`src/rtl/cau_pkg.sv`:
```
// cau_pkg: shared constants, types and the saturation helper
// for the complex arithmetic unit; no dependencies
package cau_pkg;

  localparam int FRAC_BITS  = 16;
  localparam int DIV_STEPS  = 32;
  localparam int PIPE_DEPTH = 5 + DIV_STEPS;

  localparam logic [1:0] OP_ADD = 2'd0;
  localparam logic [1:0] OP_SUB = 2'd1;
  localparam logic [1:0] OP_MUL = 2'd2;
  localparam logic [1:0] OP_DIV = 2'd3;

  localparam logic [1:0] ST_OK  = 2'd0;
  localparam logic [1:0] ST_SAT = 2'd1;
  localparam logic [1:0] ST_DZ  = 2'd2;

  localparam logic [31:0] POS_LIMIT = 32'h7FFF_FFFF;
  localparam logic [31:0] NEG_LIMIT = 32'h8000_0000;

  typedef struct packed {
    logic        val;
    logic [31:0] word;
  } sat_t;

  typedef struct packed {
    logic        valid;
    logic        is_div;
    logic        dz;
    logic        neg_re;
    logic        neg_im;
    logic        big_re;
    logic        big_im;
    logic [31:0] res_re;
    logic [31:0] res_im;
    logic [1:0]  st;
  } side_t;

  typedef struct packed {
    side_t       side;
    logic [63:0] den;
    logic [63:0] rem_re;
    logic [63:0] rem_im;
    logic [31:0] bits_re;
    logic [31:0] bits_im;
    logic [31:0] q_re;
    logic [31:0] q_im;
  } cell_t;

  function automatic sat_t sat32(input logic neg, input logic [63:0] mag);
    sat_t r;
    r.val = 1'b0;
    if (neg) begin
      if (mag > {32'd0, NEG_LIMIT}) begin
        r.val  = 1'b1;
        r.word = NEG_LIMIT;
      end else begin
        r.word = (~mag[31:0]) + 32'd1;
      end
    end else begin
      if (mag > {32'd0, POS_LIMIT}) begin
        r.val  = 1'b1;
        r.word = POS_LIMIT;
      end else begin
        r.word = mag[31:0];
      end
    end
    return r;
  endfunction

endpackage

```
`src/rtl/cau_div_cell.sv`:
```
// cau_div_cell: one restoring division step for both result parts
// one quotient bit per cell; depends on cau_pkg
module cau_div_cell (
  input  logic           clk,
  input  logic           rst_n,
  input  cau_pkg::cell_t cell_i,
  output cau_pkg::cell_t cell_o
);

  cau_pkg::cell_t cell_r, cell_nxt;

  always_comb begin
    logic [63:0] sh_re, sh_im;
    cell_nxt = cell_i;
    sh_re = {cell_i.rem_re[62:0], cell_i.bits_re[31]};
    sh_im = {cell_i.rem_im[62:0], cell_i.bits_im[31]};
    cell_nxt.bits_re = {cell_i.bits_re[30:0], 1'b0};
    cell_nxt.bits_im = {cell_i.bits_im[30:0], 1'b0};
    if (sh_re >= cell_i.den) begin
      cell_nxt.rem_re = sh_re - cell_i.den;
      cell_nxt.q_re   = {cell_i.q_re[30:0], 1'b1};
    end else begin
      cell_nxt.rem_re = sh_re;
      cell_nxt.q_re   = {cell_i.q_re[30:0], 1'b0};
    end
    if (sh_im >= cell_i.den) begin
      cell_nxt.rem_im = sh_im - cell_i.den;
      cell_nxt.q_im   = {cell_i.q_im[30:0], 1'b1};
    end else begin
      cell_nxt.rem_im = sh_im;
      cell_nxt.q_im   = {cell_i.q_im[30:0], 1'b0};
    end
  end

  always_ff @(posedge clk) begin
    if (!rst_n) begin
      cell_r.side.valid <= 1'b0;
    end else begin
      cell_r.side.valid <= cell_nxt.side.valid;
    end
  end

  always_ff @(posedge clk) begin
    cell_r.side.is_div <= cell_nxt.side.is_div;
    cell_r.side.dz     <= cell_nxt.side.dz;
    cell_r.side.neg_re <= cell_nxt.side.neg_re;
    cell_r.side.neg_im <= cell_nxt.side.neg_im;
    cell_r.side.big_re <= cell_nxt.side.big_re;
    cell_r.side.big_im <= cell_nxt.side.big_im;
    cell_r.side.res_re <= cell_nxt.side.res_re;
    cell_r.side.res_im <= cell_nxt.side.res_im;
    cell_r.side.st     <= cell_nxt.side.st;
    cell_r.den         <= cell_nxt.den;
    cell_r.rem_re      <= cell_nxt.rem_re;
    cell_r.rem_im      <= cell_nxt.rem_im;
    cell_r.bits_re     <= cell_nxt.bits_re;
    cell_r.bits_im     <= cell_nxt.bits_im;
    cell_r.q_re        <= cell_nxt.q_re;
    cell_r.q_im        <= cell_nxt.q_im;
  end

  assign cell_o = cell_r;

endmodule

```
`config.mk`:
```
export PLATFORM = sky130hd
export DESIGN_NAME = cau_div_cell
export DESIGN_NICKNAME = d
export VERILOG_FILES = /design/src/rtl/cau_pkg.sv /design/src/rtl/cau_div_cell.sv
export SDC_FILE = /design/constraint.sdc
export NUM_CORES = 1
export LEC_CHECK = 0
export BUFFER_PORTS_ARGS = -buffer_cell sky130_fd_sc_hd__buf_2
export CAP_MARGIN = 10
export CORE_AREA = 2 2 309 311
export DETAILED_ROUTE_END_ITERATION = 12
export DIE_AREA = 0 0 311 313
export PLACE_DENSITY_LB_ADDON = 0.2
export SKIP_CTS_REPAIR_TIMING = 1
export SYNTH_ARGS = -nofsm -noshare
export SYNTH_HDL_FRONTEND = slang
export SYNTH_SLANG_ARGS = --single-unit
```
`constraint.sdc`:
```
create_clock -name clk -period 6.65 [get_ports clk]
set_input_delay 0 -clock clk [delete_from_list [all_inputs] [get_ports clk]]
set_output_delay 0 -clock clk [all_outputs]
set_load 0.02 [all_outputs]
```
==> flow_metrics.py <==
metrics = {
    "status": {
        "status": "complete, no violations",
    },
    "synth": {
        "synthCells": 1933,
        "synth_top_area_share_pct": 45.1,
        "synth_top_flop_cell": "dfxtp_1",
        "ys_seq_area_share_pct": 45.1,
        "synth.distinct_cells": 76,
        "syn-cell-area_um2": 17400,
        "synth.ff_latch_count": 391,
        "ys_warn_count": 0,
        "synth_largest_area_cell": "dfxtp_1",
        "synth-async-reset-ratio_pct": 0,
        "syn_avg_cell_area_um2": 8.99,
        "ys_top_cells_by_area": "dfxtp_1 45%, ha_1 9.2%, o21ai_0 5.1%",
        "synth_edf_count": 0,
    },
    "sta": {
        "fmax_ghz": 0.234,
        "rsz0062_at_grt": "no",
        "worst_slack_ps": 2380,
        "tightest_slew_ps": 717,
        "final_hold_viol_count": 0,
        "slew_violations": 0,
        "relSlewSlack_pct": 51.8,
        "period_share_pct": 64.2,
        "period_needed_ps": 4270,
        "timing.setup.tns_ps": 0,
        "setup_viol": 0,
    },
    "cts": {
        "cts_tree": "built",
        "cts_buffers": 50,
        "cts_sinks": 391,
        "clk_pin_slew_ps": 60,
        "clock_tree.buffer_depth": 3,
        "clock_tree.root_cell": "clkbuf_16",
        "htree_levels": 2,
    },
    "job": {
        "drv_cap": 0,
    },
    "global_route": {
        "grt_pass1_wl_um": 127000,
        "grt_overflow": 0,
        "antenna_found_initial": 29,
        "grt_start_max_net_pins": 103,
        "grt_pass1_vias": 16993,
        "grt_usage_pct": 18.3,
    },
    "power": {
        "powerDensity_nw_per_um2": 267,
        "finalPower_w": 0.00776,
        "vdd_drop_max_mv": 0.177,
        "p_leak_nw": 13.6,
    },
    "routing": {
        "viasPerCell": 4.14,
        "route.detailed.drc": 0,
        "totalWireLength_um": 96500,
        "vias": 18515,
        "drtIter0Drc": 846,
        "wl_per_cell_um": 21.6,
        "first_pass_iters": 6,
        "postRouteAntennaNets": 0,
    },
    "setup_path": {
        "cp-start-kind": "primary input",
        "critPathKind": "primary input to register",
        "arrival_ps": 4850,
        "critPathMaxFanout": 62,
        "cp.required_ps": 7220,
        "endpoint_kind": "register",
    },
    "floorplanning": {
        "dieArea_um2": 97300,
        "ioPinCount": 788,
        "core_um2": 94200,
        "rows": 113,
        "chipHeight_um": 313,
        "die_w_um": 311,
        "initial_core_util_pct": 18.4,
    },
    "layout": {
        "fin_nets": 3669,
        "largest_register_ffs": 391,
        "area_growth_pct": 67.1,
        "final_cell_count_no_fill": 4468,
        "layout_common_cells": "781 x buf_2, 464 x dlygate4sd3_1, 391 x dfxtp_1, 234 x nand2_1, 178 x o21ai_0",
        "drive_gt1_share_pct": 28.5,
        "final_common_cell": "buf_2",
    },
    "placed_design": {
        "port_buffers": 781,
        "hpwlAfterDp_um": 79500,
        "post-place-ws_ps": 2680,
        "gp_congestion": 0.880,
        "placed_cells": 3893,
    },
    "hold_path": {
        "hold_class": "primary input to register",
    },
}
## worst max-delay path, stage by stage
cell,delay (ps)
dlygate4sd3_1,540
buf_2,110
inv_1,90
ha_1,430
and3_1,270
nand3_1,230
or4_1,690
a211oi_1,310
o21bai_1,160
a21oi_2,360
nor2_4,50
buf_4,290
buf_4,370
o31ai_1,290
dlygate4sd3_1,570
## metrics by stage
stage	utilization (%)	hold WS [ps]	cell area [um2]
3_5_place_dp	23.9	104	22500
3_3_place_gp	23.9	102	22500
6_report	30.8	15.3	29000
5_1_grt	30.8	-8.01	29000
2_1_floorplan	-	27.7	17400
4_1_cts	25.9	-590	24300
## layout make-up
cell class / count / area (um2)
Multi-Input combinational cell: 1348 / 8760
Tap cell: 1265 / 1580
Sequential cell: 391 / 7830
Clock inverter: 31 / 435
Clock buffer: 63 / 1400
Timing Repair Buffer: 1248 / 8590
Inverter: 105 / 394
Antenna cell: 17 / 42.5
Fill cell: 10149 / 65100
## worst paths after layout
path / start / endpoint / slack, ps / cells past startpoint
worst max-delay path: cell_i[269] / cell_o[195] / 2380 / 15
worst min-delay path: cell_i[116] / cell_o[117] / 20 / 2
## power by group
group          leakage, nW  total (W)  switching, W  internal, W
Clock                0.887    0.00306       0.00123      0.00183
Sequential            3.30    0.00264     0.0000659      0.00257
Combinational         9.45    0.00206       0.00126     0.000801
## routing by layer
layer	part of all wire, %	track usage, %	routed length, um	vias up
met5	0.13	0	126	-
met4	2.7	4.30	2620	20
met3	5.6	5.40	5400	136
met2	52	34.8	50500	533
met1	39	19.7	37800	8573
li1	-	-	-	9253
## synth_stat cells, drive strengths merged (16+ instances only)
cell type	count
dfxtp	391
nand2	234
o21ai	194
a21oi	155
ha	128
inv	105
a21o	84
nor2	83
clkbuf	65
xnor2	61
xor2	53
nand4	42
o21bai	34
nand3	28
nor3	28
a31oi	26
buf	25
o211ai	19
o21a	19
o31ai	16
## kinds of logic after synthesis
logic type / after synthesis / synth area share (%)
simple gates: 481 / 12.5
mux: 4 / 0.259
xor+xnor: 114 / 5.75
other cells: 1 / 0.0216
flops: 391 / 45.1
compound gates: 617 / 22.3
fa+ha+maj: 130 / 9.45
buf+inv: 195 / 4.65
Power figures use the tool's default switching activity.
